**config.mk**
```make
export PLATFORM = sky130hd
export DESIGN_NAME = dual_led_timed_blink_glow
export DESIGN_NICKNAME = d
export VERILOG_FILES = /design/src/rtl/dlb_pkg.sv /design/src/rtl/dlb_led_chan.sv /design/src/rtl/dual_led_timed_blink_glow.sv
export SDC_FILE = /design/constraint.sdc
export NUM_CORES = 1
export LEC_CHECK = 0
export BUFFER_PORTS_ARGS = -buffer_cell sky130_fd_sc_hd__buf_2
export CAP_MARGIN = 20
export CORE_MARGIN = 2
export CORE_UTILIZATION = 56
export DETAILED_ROUTE_END_ITERATION = 10
export HOLD_SLACK_MARGIN = 0.06
export PLACE_DENSITY = 0.73
export SYNTH_ARGS = -nofsm -noshare
export SYNTH_HDL_FRONTEND = slang
export SYNTH_SLANG_ARGS = --single-unit
```
**constraint.sdc**
```tcl
create_clock -name clock -period 9.2 [get_ports clock]
set_clock_uncertainty 0.05 [all_clocks]
set_input_delay 0.46 -clock clock [delete_from_list [all_inputs] [get_ports clock]]
set_output_delay 0.46 -clock clock [all_outputs]
set_load 0.005 [all_outputs]
```
**src/rtl/dlb_pkg.sv**
```systemverilog
// shared types, opcodes and constants for the dual led blink and glow controller
`timescale 1ns / 1ps

package dlb_pkg;

   localparam int unsigned TimeW     = 32;
   localparam int unsigned DurW      = 20;
   localparam int unsigned IntervalW = 16;
   localparam int unsigned OpW       = 4;
   localparam int unsigned ModeW     = 2;
   localparam int unsigned CsrIdxW   = 1;
   localparam int unsigned CsrDataW  = 20;

   localparam logic [OpW-1:0] OP_TICK        = 4'd0;
   localparam logic [OpW-1:0] OP_RED_BLINK   = 4'd1;
   localparam logic [OpW-1:0] OP_GREEN_BLINK = 4'd2;
   localparam logic [OpW-1:0] OP_RED_GLOW    = 4'd3;
   localparam logic [OpW-1:0] OP_GREEN_GLOW  = 4'd4;
   localparam logic [OpW-1:0] OP_RED_OFF     = 4'd5;
   localparam logic [OpW-1:0] OP_GREEN_OFF   = 4'd6;
   localparam logic [OpW-1:0] OP_DOOR_OPEN   = 4'd7;
   localparam logic [OpW-1:0] OP_DOOR_CLOSE  = 4'd8;
   localparam logic [OpW-1:0] OP_DOOR_CLEAR  = 4'd9;

   localparam logic [ModeW-1:0] MODE_IDLE  = 2'd0;
   localparam logic [ModeW-1:0] MODE_BLINK = 2'd1;
   localparam logic [ModeW-1:0] MODE_GLOW  = 2'd2;

   localparam logic [CsrIdxW-1:0] CSR_BLINK_INTERVAL = 1'd0;
   localparam logic [CsrIdxW-1:0] CSR_DOOR_TIMEOUT   = 1'd1;

   localparam logic [IntervalW-1:0] BLINK_INTERVAL_RESET = 16'd250;
   localparam logic [DurW-1:0]      DOOR_TIMEOUT_RESET   = 20'd15000;

   typedef struct packed {
      logic [OpW-1:0]  op;
      logic [DurW-1:0] duration;
   } req_payload_type;

   typedef struct packed {
      logic             red_led;
      logic             green_led;
      logic [ModeW-1:0] red_mode_out;
      logic [ModeW-1:0] green_mode_out;
      logic             door_open_flag;
   } rsp_payload_type;

   typedef struct packed {
      logic            accept;
      logic            tick;
      logic            blink;
      logic            glow;
      logic            off;
      logic            force_glow;
      logic [DurW-1:0] duration;
   } chan_ctrl_type;

   typedef struct packed {
      logic [ModeW-1:0] mode;
      logic             drive;
   } chan_status_type;

endpackage

```
**src/rtl/dlb_led_chan.sv**
```systemverilog
// one led channel: mode, blink phase, toggle time and end time
`timescale 1ns / 1ps

module dlb_led_chan (
   input  logic                                clock,
   input  logic                                reset,
   input  dlb_pkg::chan_ctrl_type              ctrl,
   input  logic [dlb_pkg::TimeW-1:0]           now,
   input  logic [dlb_pkg::IntervalW-1:0]       interval,
   output dlb_pkg::chan_status_type            status_nx
);
   import dlb_pkg::*;

   logic [ModeW-1:0] mode_ff, mode_in;
   logic             phase_ff, phase_in;
   logic             drive_ff, drive_in;
   logic [TimeW-1:0] last_ff, last_in;
   logic [TimeW-1:0] end_ff, end_in;

   logic [TimeW-1:0] elapsed;
   logic [TimeW-1:0] end_sum;
   logic             expired;

   assign elapsed = now - last_ff;
   assign end_sum = now + {{(TimeW-DurW){1'b0}}, ctrl.duration};
   assign expired = now >= end_ff;

   always_comb begin
      mode_in  = mode_ff;
      phase_in = phase_ff;
      drive_in = drive_ff;
      last_in  = last_ff;
      end_in   = end_ff;
      if (ctrl.tick) begin
         case (mode_ff)
            MODE_BLINK: begin
               if (expired) begin
                  mode_in  = MODE_IDLE;
                  drive_in = 1'b0;
               end else if (elapsed >= {{(TimeW-IntervalW){1'b0}}, interval}) begin
                  last_in  = now;
                  phase_in = ~phase_ff;
                  drive_in = ~phase_ff;
               end
            end
            MODE_GLOW: begin
               if (expired) begin
                  mode_in  = MODE_IDLE;
                  drive_in = 1'b0;
               end
            end
            default: begin
            end
         endcase
         // door timer restarts a red glow whenever red is not already glowing, even over a blink
         if (ctrl.force_glow && (mode_in != MODE_GLOW)) begin
            mode_in  = MODE_GLOW;
            end_in   = end_sum;
            drive_in = 1'b1;
         end
      end else if (ctrl.blink) begin
         mode_in  = MODE_BLINK;
         phase_in = 1'b0;
         last_in  = now;
         end_in   = end_sum;
         drive_in = 1'b0;
      end else if (ctrl.glow) begin
         mode_in  = MODE_GLOW;
         end_in   = end_sum;
         drive_in = 1'b1;
      end else if (ctrl.off) begin
         mode_in  = MODE_IDLE;
         drive_in = 1'b0;
      end
   end

   always_ff @(posedge clock) begin
      if (reset) begin
         mode_ff  <= MODE_IDLE;
         phase_ff <= 1'b0;
         drive_ff <= 1'b0;
         last_ff  <= '0;
         end_ff   <= '0;
      end else if (ctrl.accept) begin
         mode_ff  <= mode_in;
         phase_ff <= phase_in;
         drive_ff <= drive_in;
         last_ff  <= last_in;
         end_ff   <= end_in;
      end
   end

   assign status_nx.mode  = mode_in;
   assign status_nx.drive = drive_in;

endmodule

```
**src/rtl/dual_led_timed_blink_glow.sv**
```systemverilog
// top level: millisecond clock, door timer, two led channels and result register
// an accepted request beat gives its response beat, registered, in the next cycle
// throughput: one beat per cycle while req_stall is low; every op updates state in a single pass
// req_stall is high only while a response beat waits under rsp_stall
// reset (synchronous, active high) idles both leds, clears the clock and door timer
// and restores blink interval 250 and door timeout 15000
`timescale 1ns / 1ps

module dual_led_timed_blink_glow (
   input  logic                               clock,
   input  logic                               reset,
   input  logic                               req_valid,
   output logic                               req_stall,
   input  dlb_pkg::req_payload_type           req_data,
   output logic                               rsp_valid,
   input  logic                               rsp_stall,
   output dlb_pkg::rsp_payload_type           rsp_data,
   input  logic                               csr_valid,
   output logic                               csr_ready,
   input  logic [dlb_pkg::CsrIdxW-1:0]        csr_index,
   input  logic [dlb_pkg::CsrDataW-1:0]       csr_wdata
);
   import dlb_pkg::*;

   logic [IntervalW-1:0] interval_ff;
   logic [DurW-1:0]      timeout_ff;
   logic [TimeW-1:0]     clock_ff, clock_in;
   logic                 door_ff, door_in;
   logic [TimeW-1:0]     door_start_ff, door_start_in;
   logic                 rsp_valid_ff, rsp_valid_in;
   rsp_payload_type      rsp_data_ff, rsp_data_in;

   logic            accept;
   logic            is_tick;
   logic [TimeW-1:0] door_elapsed;
   logic            door_due;
   chan_ctrl_type   red_ctrl, green_ctrl;
   chan_status_type red_nx, green_nx;

   assign accept    = req_valid & ~req_stall;
   assign req_stall = rsp_valid_ff & rsp_stall;
   assign csr_ready = 1'b1;
   assign is_tick   = req_data.op == OP_TICK;
   assign clock_in  = is_tick ? clock_ff + TimeW'(1) : clock_ff;

   assign door_elapsed = clock_in - door_start_ff;
   assign door_due     = door_ff &&
                         (door_elapsed > {{(TimeW-DurW){1'b0}}, timeout_ff});

   always_comb begin
      red_ctrl.accept     = accept;
      red_ctrl.tick       = is_tick;
      red_ctrl.blink      = req_data.op == OP_RED_BLINK;
      red_ctrl.glow       = req_data.op == OP_RED_GLOW;
      red_ctrl.off        = (req_data.op == OP_RED_OFF) || (req_data.op == OP_DOOR_CLOSE);
      red_ctrl.force_glow = door_due;
      red_ctrl.duration   = is_tick ? timeout_ff : req_data.duration;

      green_ctrl.accept     = accept;
      green_ctrl.tick       = is_tick;
      green_ctrl.blink      = req_data.op == OP_GREEN_BLINK;
      green_ctrl.glow       = req_data.op == OP_GREEN_GLOW;
      green_ctrl.off        = req_data.op == OP_GREEN_OFF;
      green_ctrl.force_glow = 1'b0;
      green_ctrl.duration   = req_data.duration;
   end

   dlb_led_chan u_red (
      .clock     (clock),
      .reset     (reset),
      .ctrl      (red_ctrl),
      .now       (clock_in),
      .interval  (interval_ff),
      .status_nx (red_nx)
   );

   dlb_led_chan u_green (
      .clock     (clock),
      .reset     (reset),
      .ctrl      (green_ctrl),
      .now       (clock_in),
      .interval  (interval_ff),
      .status_nx (green_nx)
   );

   always_comb begin
      door_in       = door_ff;
      door_start_in = door_start_ff;
      case (req_data.op)
         OP_DOOR_OPEN: begin
            door_in       = 1'b1;
            door_start_in = clock_ff;
         end
         OP_DOOR_CLOSE, OP_DOOR_CLEAR: begin
            door_in = 1'b0;
         end
         default: begin
         end
      endcase
   end

   always_comb begin
      rsp_data_in.red_led        = red_nx.drive;
      rsp_data_in.green_led      = green_nx.drive;
      rsp_data_in.red_mode_out   = red_nx.mode;
      rsp_data_in.green_mode_out = green_nx.mode;
      rsp_data_in.door_open_flag = door_in;
   end

   assign rsp_valid_in = accept | (rsp_valid_ff & rsp_stall);

   always_ff @(posedge clock) begin
      if (reset) begin
         interval_ff   <= BLINK_INTERVAL_RESET;
         timeout_ff    <= DOOR_TIMEOUT_RESET;
         clock_ff      <= '0;
         door_ff       <= 1'b0;
         door_start_ff <= '0;
         rsp_valid_ff  <= 1'b0;
      end else begin
         if (csr_valid && csr_ready) begin
            case (csr_index)
               CSR_BLINK_INTERVAL: interval_ff <= csr_wdata[IntervalW-1:0];
               CSR_DOOR_TIMEOUT:   timeout_ff  <= csr_wdata[DurW-1:0];
               default: begin
               end
            endcase
         end
         if (accept) begin
            clock_ff      <= clock_in;
            door_ff       <= door_in;
            door_start_ff <= door_start_in;
         end
         rsp_valid_ff <= rsp_valid_in;
      end
   end

   always_ff @(posedge clock) begin
      if (accept) begin
         rsp_data_ff <= rsp_data_in;
      end
   end

   assign rsp_valid = rsp_valid_ff;
   assign rsp_data  = rsp_data_ff;

   a_tick_advances: assert property (@(posedge clock) disable iff (reset)
      (accept && is_tick) |=> (clock_ff == $past(clock_ff) + TimeW'(1)))
      else $error("clock did not advance on tick beat");

   a_accept_gives_rsp: assert property (@(posedge clock) disable iff (reset)
      accept |=> rsp_valid)
      else $error("accepted beat produced no response");

   a_door_close: assert property (@(posedge clock) disable iff (reset)
      (accept && (req_data.op == OP_DOOR_CLOSE)) |=>
      ((rsp_data.red_mode_out == MODE_IDLE) && !rsp_data.red_led && !rsp_data.door_open_flag))
      else $error("door close left red or door flag active");

   a_glow_lit: assert property (@(posedge clock) disable iff (reset)
      (rsp_valid && (rsp_data.red_mode_out == MODE_GLOW)) |-> rsp_data.red_led)
      else $error("red glowing but led off");

   a_mode_legal: assert property (@(posedge clock) disable iff (reset)
      rsp_valid |-> ((rsp_data.red_mode_out != 2'd3) && (rsp_data.green_mode_out != 2'd3)))
      else $error("illegal led mode in response");

endmodule
```
==> qor.yml <==
status: "finished clean"
die_w_um: 195.1
ioPinCount: 60
dp_cells: 3188
drt_iter0_drc: 1364
cts_root_buf: "clkbuf_16"
leakage_uw: 0.009925
grt_max_degree: 99
nNetsFinal: 3069
drive_above_1_share: 0.07076
antenna_left: 0
clock-sinks: 245
firstDrtPassIters: 5
first_global_vias: 18510
area_delta_synth_final_pct: 9.821
yosysUniqueCellTypes: 83
worstSkewPairLatency_ns: 0.59
hold_end: "timeout_ff[17]$_SDFFE_PP0P_"
wl_um: 58820
rr_endpoint: "u_red.end_ff[15]$_SDFFE_PP0P_"
grt_pass1_wl_um: 94720
holdBufCountCts: 7
drv_cap: 0
postCtsSetupBuffers: 0
via_count: 19610
critical_path_required_ns: 9.66
grtUsageTotal: 0.3030
yosys.area.top_type: "dfxtp_1"
die_y_um: 195.1
place_ws_ns: 1.430
async_flop_share: 0
globalplace.congestion: 0.9827
ys_top_cells_by_area: "dfxtp_1, ha_1, a21oi_1"
grt_remaining_overflow: 0
max_freq_ghz: 0.1369
slew_headroom: 0.2874
cp-startpoint: "req_data[21]"
crit_type: "in2reg"
stdcell_count: 3252
ctsLongestPathBuffers: 3
hold_path.class: "in2reg"
setup_ws_ns: 1.893
synth_area_um2: 20460
peakVddDrop_mv: 0.1501
hold_viol_final: 0
synth_top_area_frac: 0.2329
coreArea_um2: 36260
finalCritPeriodShare: 0.7943
path_max_fanout: 36
pwr_density_cell_nw_per_um2: 136.6
route.detailed.drc: 0
reg2reg_depth: 26
cts_max_level: 1
final-setup-viol-count: 0
synth_nets: 3049
worstSetupStartpointType: "input pin"
io_buffers: 58
rows: 70
diodes: 0
post_cts_resized: 0
syn_inst: 2740
dieArea_um2: 38080
design_area_um2: 22470
whs_path_depth: 3
place_area_um2: 21200
cp.arrival_ns: 7.77
finalCriticalPeriod_ns: 7.307
power.total_uw: 3069
cts_made_buffers: 30
avgSynthCellArea_um2: 7.467
viasPerCell: 6.030
cts_tree: "done"
synth_commonest_cells: "nand2_1, a21oi_1, ha_1"
maxSlewViolCount: 0
setup_tns_ns: 0
start_util: 0.5643
dp_hpwl_um: 44820
ys_seq_area_frac: 0.2431
ys_warn_count: 0
synthMostInstantiatedCell: "nand2_1"
min_from: "csr_wdata[17]"
r2r_setup_slack_ns: 2.11
wl_per_cell_um: 18.09
rsz0062_at_grt: "no"
cp-end-kind: "register"
clkTransAtPathRegs_ns: 0.06
r2r-start: "clock_ff[2]$_SDFFE_PP0P_"
worst_pin_slew_ns: 1.069
grt_antenna_before_repair: 0
ys_ff_latch: 245
synth_edf_count: 7
ys.flop_type: "dfxtp_1"
[through the flow]
stage | hold slack [ns] | utilization
CTS | 0.06223 | 0.6196
global placement | 0.3878 | 0.5846
floorplan | 0.3819 | -
detailed placement | 0.3934 | 0.5846
finish | 0.06444 | 0.6197
global route | 0.08569 | 0.6197
[placed cells by master (no fill, tap or decap), drive strengths merged, types with 6 or more instances in the layout]
cell type / Yosys / layout
inv: 239 / 239
nor3: 100 / 100
nor2b: 21 / 21
ha: 254 / 254
and4: 6 / 6
a211o: 13 / 13
dfxtp: 238 / 238
o21bai: 11 / 11
or4: 10 / 10
a31o: 7 / 7
nor2: 223 / 223
xor2: 56 / 56
a21o: 68 / 68
nand4: 42 / 42
o211ai: 21 / 21
nand3b: 14 / 14
o21ai: 127 / 127
buf: 18 / 103
nor4: 13 / 13
a21oi: 295 / 295
xnor2: 118 / 118
and3: 21 / 21
bufinv: 0 / 8
edfxtp: 7 / 7
or2: 11 / 11
a31oi: 13 / 13
dlygate4sd3: 0 / 7
o31a: 6 / 6
nand2: 342 / 342
nand2b: 31 / 31
and2: 10 / 10
or3: 23 / 23
o21a: 30 / 30
a211oi: 57 / 57
mux2i: 38 / 38
nand3: 56 / 56
clkbuf: 105 / 43
o31ai: 13 / 13
[routing by layer]
layer / GRT usage / up-vias / wire [um]
li1: - / 9635 / -
met1: 0.4166 / 9142 / 26570
met2: 0.4980 / 705 / 26440
met3: 0.03074 / 126 / 3886
met4: 0.1004 / 0 / 1925
met5: 0 / - / 0
[flip-flops by register name, indices dropped and copies added (netlist names), 2 cells and up]
register / cells
clock_ff: 32
door_start_ff: 32
u_green.end_ff: 32
u_green.last_ff: 32
u_red.end_ff: 32
u_red.last_ff: 32
timeout_ff: 20
interval_ff: 16
rsp_data: 7
u_green.mode_ff: 2
u_red.mode_ff: 2
[worst max path at each step]
stage | end | slack, ns | cells after the start
4_1_cts | u_red.end_ff[15]$_SDFFE_PP0P_ | 1.99 | 27
5_1_grt | u_red.end_ff[15]$_SDFFE_PP0P_ | 1.53 | 27
3_3_place_gp | u_red.last_ff[0]$_SDFFE_PP0P_ | 1.59 | 25
6_report | u_red.end_ff[15]$_SDFFE_PP0P_ | 1.89 | 27
2_1_floorplan | u_red.last_ff[21]$_SDFFE_PP0P_ | 2.40 | 26
3_5_place_dp | u_red.end_ff[15]$_SDFFE_PP0P_ | 1.43 | 27
[logic make-up (layout without fill, tap and decap cells)]
| family | count (synthesis) | in the layout | synth area share |
|---|---|---|---|
| and+or+nand+nor | 936 | 936 | 0.2131 |
| AOI/OAI and AO/OA | 720 | 720 | 0.2198 |
| muxes | 41 | 41 | 0.02042 |
| buffers and inverters | 364 | 408 | 0.06873 |
| other | 1 | 1 | 0.0001833 |
| adders and majority gates | 259 | 259 | 0.1602 |
| DFF | 245 | 245 | 0.2431 |
| xor gates and xnor gates | 174 | 174 | 0.07448 |
[power breakdown]
part           internal (uW)  switching, uW
logic                    226            319
registers               1090           13.8
clock network            914            503
total                   2230            837
[critical path, stage by stage]
cell,delay [ns]
buf_2,0.23
or4_1,0.79
or2_2,0.44
nor2_1,0.15
xor2_1,0.29
buf_4,0.25
ha_1,0.30
o211ai_1,0.13
a21oi_1,0.10
o31ai_1,0.45
o211ai_1,0.27
a21boi_0,0.42
xnor2_1,0.15
ha_1,0.32
nand4_1,0.12
nor2_1,0.17
nand4_1,0.15
or4_1,0.51
o211ai_1,0.16
o2111ai_1,0.16
nor4_1,0.19
nand4b_1,0.14
nor4_2,0.50
a2111oi_2,0.13
buf_4,0.32
mux2_4,0.36
nor2_2,0.07
[final cells by class]
| cell class | instances | area (um2) |
|---|---|---|
| fillers | 3296 | 13790 |
| clock inverters | 14 | 280.3 |
| clock buffers | 42 | 917.1 |
| inverters | 241 | 904.6 |
| well taps | 468 | 585.6 |
| repair buffers | 111 | 711.9 |
| multi-input cells | 2131 | 14100 |
| flip-flops and latches | 245 | 4975 |
Note: power is estimated with default switching activity, not from simulation.
